[config.mk]
export PLATFORM = sky130hd
export DESIGN_NAME = cbas_scaler
export DESIGN_NICKNAME = d
export VERILOG_FILES = /design/src/rtl/assert_macros.svh /design/src/rtl/cbas_pkg.sv /design/src/rtl/cbas_scaler.sv
export SDC_FILE = /design/constraint.sdc
export NUM_CORES = 1
export LEC_CHECK = 0
export ABC_CLOCK_PERIOD_IN_PS = 7200
export BUFFER_PORTS_ARGS = -buffer_cell sky130_fd_sc_hd__buf_4
export CORE_MARGIN = 2
export CORE_UTILIZATION = 59
export DETAILED_ROUTE_END_ITERATION = 12
export GPL_TIMING_DRIVEN = 0
export PLACE_DENSITY = 0.85
export SYNTH_ARGS = -nofsm -noshare
export SYNTH_HDL_FRONTEND = slang
export SYNTH_SLANG_ARGS = --single-unit
export TNS_END_PERCENT = 10
[constraint.sdc]
create_clock -name clk_i -period 7.2 [get_ports clk_i]
set_input_delay 1.44 -clock clk_i [delete_from_list [all_inputs] [get_ports clk_i]]
set_output_delay 1.44 -clock clk_i [all_outputs]
set_load 0.02 [all_outputs]
[src/rtl/assert_macros.svh]
// Assertion macros shared by the RTL.
`ifndef ASSERT_MACROS_SVH
`define ASSERT_MACROS_SVH

// A property that must hold at every clock edge outside reset.
`define CBAS_ASSERT(name, clk, rst_n, prop) \
  name: assert property (@(posedge clk) disable iff (!rst_n) (prop)) \
    else $error("assertion failed");

// A condition that, when seen, must be followed by another in the next cycle.
`define CBAS_ASSERT_NEXT(name, clk, rst_n, ante, cons) \
  name: assert property (@(posedge clk) disable iff (!rst_n) (ante) |=> (cons)) \
    else $error("assertion failed");

`endif

[src/rtl/cbas_pkg.sv]
`default_nettype none
package cbas_pkg;

  // Field and register widths.
  localparam int CFG_W   = 12;
  localparam int S_W     = 4;
  localparam int SAMP_W  = 8;
  localparam int AVG_W   = 16;
  localparam int BLK_W   = 11;
  localparam int APB_AW  = 4;
  localparam int APB_DW  = 32;

  localparam int MAX_WIDTH_DEF = 2048;
  localparam int MAX_HEIGHT    = 2048;
  localparam int MAX_FACTOR    = 8;

  localparam int FW     = $clog2(MAX_FACTOR);
  localparam int PART_W = $clog2(MAX_FACTOR * 255 + 1);
  localparam int SUM_W  = $clog2(MAX_FACTOR * MAX_FACTOR * 255 + 1);
  localparam int AREA_W = 2 * S_W;
  localparam int NUM_W  = SUM_W + 8;

  localparam int RESET_WIDTH  = 640;
  localparam int RESET_HEIGHT = 480;
  localparam int RESET_FACTOR = 2;

  // Output queue.
  localparam int FIFO_DEPTH = 8;
  localparam int FIFO_AW    = $clog2(FIFO_DEPTH);
  localparam int FIFO_CW    = FIFO_AW + 1;

  // Reciprocals of the block area, ceil(2^K / area). K is large enough that
  // the truncated product equals the exact floor quotient for every numerator.
  localparam int RECIP_K = 30;
  localparam int RECIP_W = RECIP_K + 1;
  localparam longint ONE_K = longint'(1) << RECIP_K;

  typedef logic [RECIP_W-1:0] recip_t;

  localparam recip_t RECIP_TBL [0:(1 << S_W) - 1] = '{
    recip_t'(ONE_K),
    recip_t'(ONE_K),
    recip_t'((ONE_K + 3) / 4),
    recip_t'((ONE_K + 8) / 9),
    recip_t'((ONE_K + 15) / 16),
    recip_t'((ONE_K + 24) / 25),
    recip_t'((ONE_K + 35) / 36),
    recip_t'((ONE_K + 48) / 49),
    recip_t'((ONE_K + 63) / 64),
    recip_t'((ONE_K + 63) / 64),
    recip_t'((ONE_K + 63) / 64),
    recip_t'((ONE_K + 63) / 64),
    recip_t'((ONE_K + 63) / 64),
    recip_t'((ONE_K + 63) / 64),
    recip_t'((ONE_K + 63) / 64),
    recip_t'((ONE_K + 63) / 64)
  };

  typedef enum logic [1:0] {
    REG_WIDTH  = 2'd0,
    REG_HEIGHT = 2'd1,
    REG_FACTOR = 2'd2
  } reg_idx_e;

  // Coordinates and frame mark that travel with a block sum.
  typedef struct packed {
    logic [BLK_W-1:0] col;
    logic [BLK_W-1:0] row;
    logic             fend;
  } blk_tag_t;

endpackage
`default_nettype wire

[src/rtl/cbas_scaler.sv]
`default_nettype none
module cbas_scaler import cbas_pkg::*; (
  input  wire logic             clk_i,
  input  wire logic             rst_ni,
  input  wire logic             in_valid_i,
  input  wire logic [SUM_W-1:0] sum_i,
  input  wire logic [S_W-1:0]   factor_i,
  input  wire blk_tag_t         tag_i,
  output logic                  out_valid_o,
  output logic [AVG_W-1:0]      avg_o,
  output blk_tag_t              tag_o,
  output logic [1:0]            pending_o
);

  // First stage forms sum*256 + area/2 and looks up the reciprocal.
  logic [AREA_W-1:0]          area;
  logic [NUM_W-1:0]           num_d, num_q;
  recip_t                     recip_q;
  blk_tag_t                   tag_a_q;
  logic                       val_a_q;
  logic [NUM_W+RECIP_W-1:0]   prod;

  always_comb begin
    area  = AREA_W'(factor_i) * AREA_W'(factor_i);
    num_d = {sum_i, 8'h00} + NUM_W'(area >> 1);
  end

  always_ff @(posedge clk_i or negedge rst_ni) begin
    if (!rst_ni) begin
      val_a_q     <= 1'b0;
      out_valid_o <= 1'b0;
    end else begin
      val_a_q     <= in_valid_i;
      out_valid_o <= val_a_q;
    end
  end

  always_ff @(posedge clk_i) begin
    if (in_valid_i) begin
      num_q   <= num_d;
      recip_q <= RECIP_TBL[factor_i];
      tag_a_q <= tag_i;
    end
  end

  // Second stage: one multiply, the quotient is the upper part of the product.
  assign prod = (NUM_W+RECIP_W)'(num_q) * (NUM_W+RECIP_W)'(recip_q);

  always_ff @(posedge clk_i) begin
    if (val_a_q) begin
      avg_o <= prod[RECIP_K +: AVG_W];
      tag_o <= tag_a_q;
    end
  end

  assign pending_o = {1'b0, val_a_q} + {1'b0, out_valid_o};

endmodule
`default_nettype wire

Yosys cells after proc, flatten, opt, wreduce, memory -nomap -nowiden

Memory sizes are Yosys's and may differ from the RTL's. A register that Yosys moved wholly into a read port is not among the register bits.
Index checks and enable logic that the tools add are counted.

Register bits after elaboration: 86
Bits in read-only memories: 496
Input bits: 44
Memories kept: 1

Memory list:

| memory           | words | bits a word | rd ports | clocked after memory_dff | write ports | RTL line          | text |
|---|---|---|---|---|---|---|---|
| (name not given) | 16    | 31          | 1        | 1                        | 0           | cbas_scaler.sv:41 | `recip_q <= RECIP_TBL[factor_i];` |

Add/subtract/negate cells: 2
$mul: 2
Bitwise gates (word level): 1

Operators with widths:

| cell             | count |
|---|---|
| $mul A22 B31 Y46 | 1 |
| $add A22 B7 Y22  | 1 |
| $mul A4 B4 Y8    | 1 |
| $not A4 Y5       | 1 |
| $add A1 B1 Y2    | 1 |

Logic depth before layout (Yosys ltp)

Depth after elaboration: 2
Depth in mapped cells: 27
Mapped depth without buffers: 25

Least setup slack after synthesis

No wires, ideal clock.

Path type: register to register
Start: register recip_q[16]
End: register avg_o[15], data pin
Arrival: 6.442 ns
Required time: 6.937 ns
Slack: 0.496 ns
Stages on the path, launching flop included: 26
Buffers on the path: 2
Period minus slack after synthesis: 6.704 ns
Path through: edfxtp_1 > clkbuf_1 > clkbuf_1 > nand2_1 > fa_1 > inv_1 > fa_1 > inv_1 > fa_1 > inv_1 > fa_1 > fa_1 > fa_1 > inv_1 > fa_1 > inv_1 > ha_1 > a21o_1 > a21o_1 > o31a_1 > o31a_1 > o31ai_2 > o21ba_4 > o21ai_2 > o41ai_2 > xnor2_1

Longest elaborated chain between the ends: 1

Ends and longest elaborated chain:

| item                 | RTL line          | text |
|---|---|---|
| from (decl)          | cbas_scaler.sv:18 | `recip_t recip_q;` |
| $mul A22 B31 Y46     | cbas_scaler.sv:47 | `assign prod = (NUM_W+RECIP_W)'(num_q) * (NUM_W+RECIP_W)'(recip_q);` |
| named net prod[45]   | cbas_scaler.sv:21 | `logic [NUM_W+RECIP_W-1:0] prod;` |
| to (signal assigned) | cbas_scaler.sv:51 | `avg_o <= prod[RECIP_K +: AVG_W];` |
| to (decl)            | cbas_scaler.sv:10 | `output logic [AVG_W-1:0] avg_o,` |

The timed path passes the listed nets, and every way through them passes these cells.
A chain may end at the register's enable or synchronous reset.

Final worst setup path

Start: register recip_q[16]
End: register avg_o[5], data pin

Same word-level chain as after synthesis.

==> Implementation_results.wiki <==
{| class="wikitable"
! Metric !! Value
|-
| Run status || complete, but fails checks
|-
| Violated checks || negative setup slack
|-
| Number of setup violations in the final report || 1
|-
| Remaining antenna violation count || 0
|-
| Average vias per placed instance || ~5.5
|-
| Post-route insts no fill || between 2000 and 2500
|-
| Tightest slew margin relative to the limit || a little under a third
|-
| Placed instance area || between 20000 and 25000 µm²
|-
| Growth of design area from synthesis to finish || 11.3%
|-
| Vias in the first global route || 14736
|-
| Crit path arrival time || 7.32 ns
|-
| Worst reg2reg endpoint || avg_o[5]
|-
| Wirelength, routed || approximately 53 mm
|-
| Start point of the worst hold path || tag_a_q[17]
|-
| DIE WIDTH || 184 µm
|-
| Final setup skew || around 0.011 ns
|-
| Number of cell rows || 65
|-
| Worst min-delay path class || reg -> reg
|-
| Layout cells sized above 1 || between 10 and 15%
|-
| Slew at the pin closest to its max-slew limit || approximately 1.0 ns
|-
| Clock Sink Count || 99
|-
| Count of antenna diodes in the layout || 0
|-
| Number of buffers inserted during clock tree synthesis || 9
|-
| # IOs || 86
|-
| Unrepaired setup endpoints after global routing || true
|-
| Setup slack on the worst flop-to-flop path || -0.007 ns
|-
| Clock transition at the register clock pins on the worst setup and hold paths after CTS || ~0.070 ns
|-
| Synth area leader || fa_1
|-
| Ys async rst share || 2.02%
|-
| Total of max-cap violations || 0
|-
| FMAX || roughly 0.14 GHz
|-
| Global placer's final weighted congestion || around 1.0
|-
| Number of antenna violations at the first check in global routing || 2
|-
| Net count after synthesis || about 2500
|-
| DPL Wire Length || between 40 and 50 mm
|-
| H-tree depth || 3
|-
| DRT iter0 DRCs || 1011
|-
| Placeable core region || ~32000 µm²
|-
| Aggregate global routing overflow || 0
|-
| Final critical-path required period || roughly 7 ns
|-
| Seq/Total Area, Yosys || ~15%
|-
| Post-synth EDFFs || slightly below 100
|-
| Effective utilization at floorplan || 60.2%
|-
| Share of the cycle needed by the critical path after routing || 100%
|-
| Area occupied by registers || ~3000 µm²
|-
| Predominant post-synthesis flop cell || edfxtp_1
|-
| Yosys Warn Count || 0
|-
| Via count || 13178
|-
| R2R depth || 22
|-
| Hold Violations, Final || 0
|-
| Post-Syn Area per Cell || roughly 10 µm²
|-
| Synthesized netlist cell count || between 1500 and 2000
|-
| Global routing usage summed across all routing layers || about a third
|-
| Worst-Skew Late Latency || between 0.3 and 0.4 ns
|-
| Placement-stage worst setup slack || -1.19 ns
|-
| Worst setup path endpoint || avg_o[5]
|-
| Largest net degree at the start of global routing || 60
|-
| Startpoint type of the worst setup path || flop
|-
| Root buffer cell || clkbuf_16
|-
| Post-layout nets || approximately 2700
|-
| Clock tree from TritonCTS || built
|-
| Port buffer count || 85
|-
| DRC violations left || 0
|-
| Per-cell routed wire length || between 20 and 25 µm
|-
| Number of placed cells counting well taps || around 2400
|-
| CP required || between 7 and 8 ns
|-
| Type of element capturing the critical path || flop
|-
| Critical path type || reg -> reg
|-
| Slack of the critical path || -0.00739 ns
|-
| Area of the multi-input gates || ~14000 µm²
|-
| Maximum fanout along the worst path || 5
|-
| Drt pass-1 iters || 5
|-
| Post-synth cell types || between 40 and 50
|-
| Number of fill cells in the layout || around 2500
|-
| Die height || roughly 180 µm
|-
| Area share of the largest cell type after synthesis || about 42%
|-
| Launching point of the worst reg2reg path || recip_q[16]
|-
| Most area-consuming cells after synthesis || fa_1 42%, ha_1 16%, edfxtp_1 15%
|-
| Die Outline Area || approximately 34000 µm²
|-
| Final slew viol count || 0
|-
| Post-CTS Hold Buffers || 0
|-
| Cell area after synthesis || ~19000 µm²
|-
| Critical path launch point || recip_q[16]
|-
| Final non-filler cell area || 21300 µm²
|-
| Wire length of the first global-routing pass || 82.6 mm
|-
| FF+latch count, synth || a little under 100
|-
| Longest Clk Path Bufs || 2
|}
per-stage QoR:
step	TNS, ns	utilization (%)	hold slack (ns)
after floorplan	0	-	0.400
after global placement	-13.81	64.0	0.400
after detailed placement	-13.81	64.0	0.405
after CTS	-0.0215	65.6	0.423
after global routing	-0.486	67.1	0.428
final	-0.00739	67.1	0.422
final cells by class:
| cell class | instances | area share (%) |
|---|---|---|
| clock inverter | 7 | 0.381 |
| sequential | 99 | 13.9 |
| timing repair buffer | 128 | 4.63 |
| multi-input combinational | 1112 | 65.7 |
| buffer | 45 | 1.57 |
| inverter | 581 | 10.2 |
| clock buffer | 9 | 1.06 |
| tap | 435 | 2.55 |
how the worst min path moves through the flow:
stage                     slack [ns]         to  depth (start not counted)
final                           0.42  tag_o[17]                          0
after floorplan                 0.40   tag_o[0]                          0
after global routing            0.43  tag_o[17]                          0
after CTS                       0.42  tag_o[17]                          0
after global placement          0.40   tag_o[6]                          0
after detailed placement        0.40  tag_o[17]                          0
flip-flops by register name, indices dropped and copies added, names as in the netlist:
register     count
num_q           20
tag_a_q         23
tag_o           23
recip_q         15
out_valid_o      1
avg_o           16
val_a_q          1
per-layer routing:
layer  global-route usage (%)  share of wire [%]  wire length, µm
met4                     13.1                4.7             2470
met1                     44.4                 39            20500
met5                        0              0.021               11
met2                     55.8                 48            25300
met3                     5.71                8.7             4640
cells in the mapped netlist (12+ instances only):
| cell type | n |
|---|---|
| edfxtp_1 | 97 |
| inv_1 | 581 |
| nor2_1 | 12 |
| a21oi_1 | 24 |
| nand2_1 | 140 |
| clkbuf_1 | 47 |
| and2_1 | 174 |
| a21o_1 | 14 |
| xor2_1 | 14 |
| ha_1 | 249 |
| xnor2_1 | 22 |
| fa_1 | 406 |
cell families (layout without fill, tap and decap cells):
kind of cell             count (synthesis)  count (layout)  share of synthesized area (%)
flip-flops                              99              99                           15.5
adder cells (fa/ha/maj)                655             655                           58.7
AND/OR/NAND/NOR                        357             357                           9.63
XOR/XNOR                                36              36                           1.65
AO/OA/AOI/OAI                           64              64                           2.25
buffers and inverters                  629             770                           12.3
worst max-delay path, cell delays in order, from the launching register on:
cell,delay [ns]
edfxtp_1,0.50
buf_8,0.19
buf_4,0.13
and2_1,0.17
inv_1,0.20
fa_1,0.49
fa_1,0.47
fa_1,0.51
inv_1,0.05
fa_1,0.55
fa_1,0.43
fa_1,0.49
inv_1,0.05
fa_1,0.51
inv_1,0.08
ha_4,0.29
nand4_1,0.09
buf_4,0.18
nor2_1,0.14
nor4b_1,0.85
a211o_1,0.30
a31oi_1,0.12
xnor2_1,0.15
cell usage in the layout (no fill, tap or decap), types with 3 or more instances in the layout:
cell       instances
inv_1            577
nor2b_1            4
clkbuf_2          12
o21ai_0            5
ha_4               3
fa_2               4
nand4_1            5
xor2_1            14
a21o_1            14
fa_1             402
and2_4             3
nor2_1            12
buf_2              7
nand3_1            7
nand2_4            3
buf_4            126
nand2b_1           3
a21oi_1           22
clkbuf_16         10
clkbuf_4           9
and3_1             4
inv_2              4
edfxtp_1          97
buf_8              3
nand2_2            4
ha_1             246
nand2_1          133
xnor2_1           22
buf_6              7
and2_1           170
clkbuf_1           4
timing repair:
| item | in CTS | in global routing |
|---|---|---|
| buffers inserted | 9 | 32 |
| gates cloned | 0 | 2 |
| gates resized for setup | 65 | 82 |
| endpoints found under the setup margin | 16 | 14 |
| pin swaps | 2 | 15 |
Power is left out: the tool's default activity adds up to more than one toggle a clock period on the data nets, which glitch-free logic cannot reach.
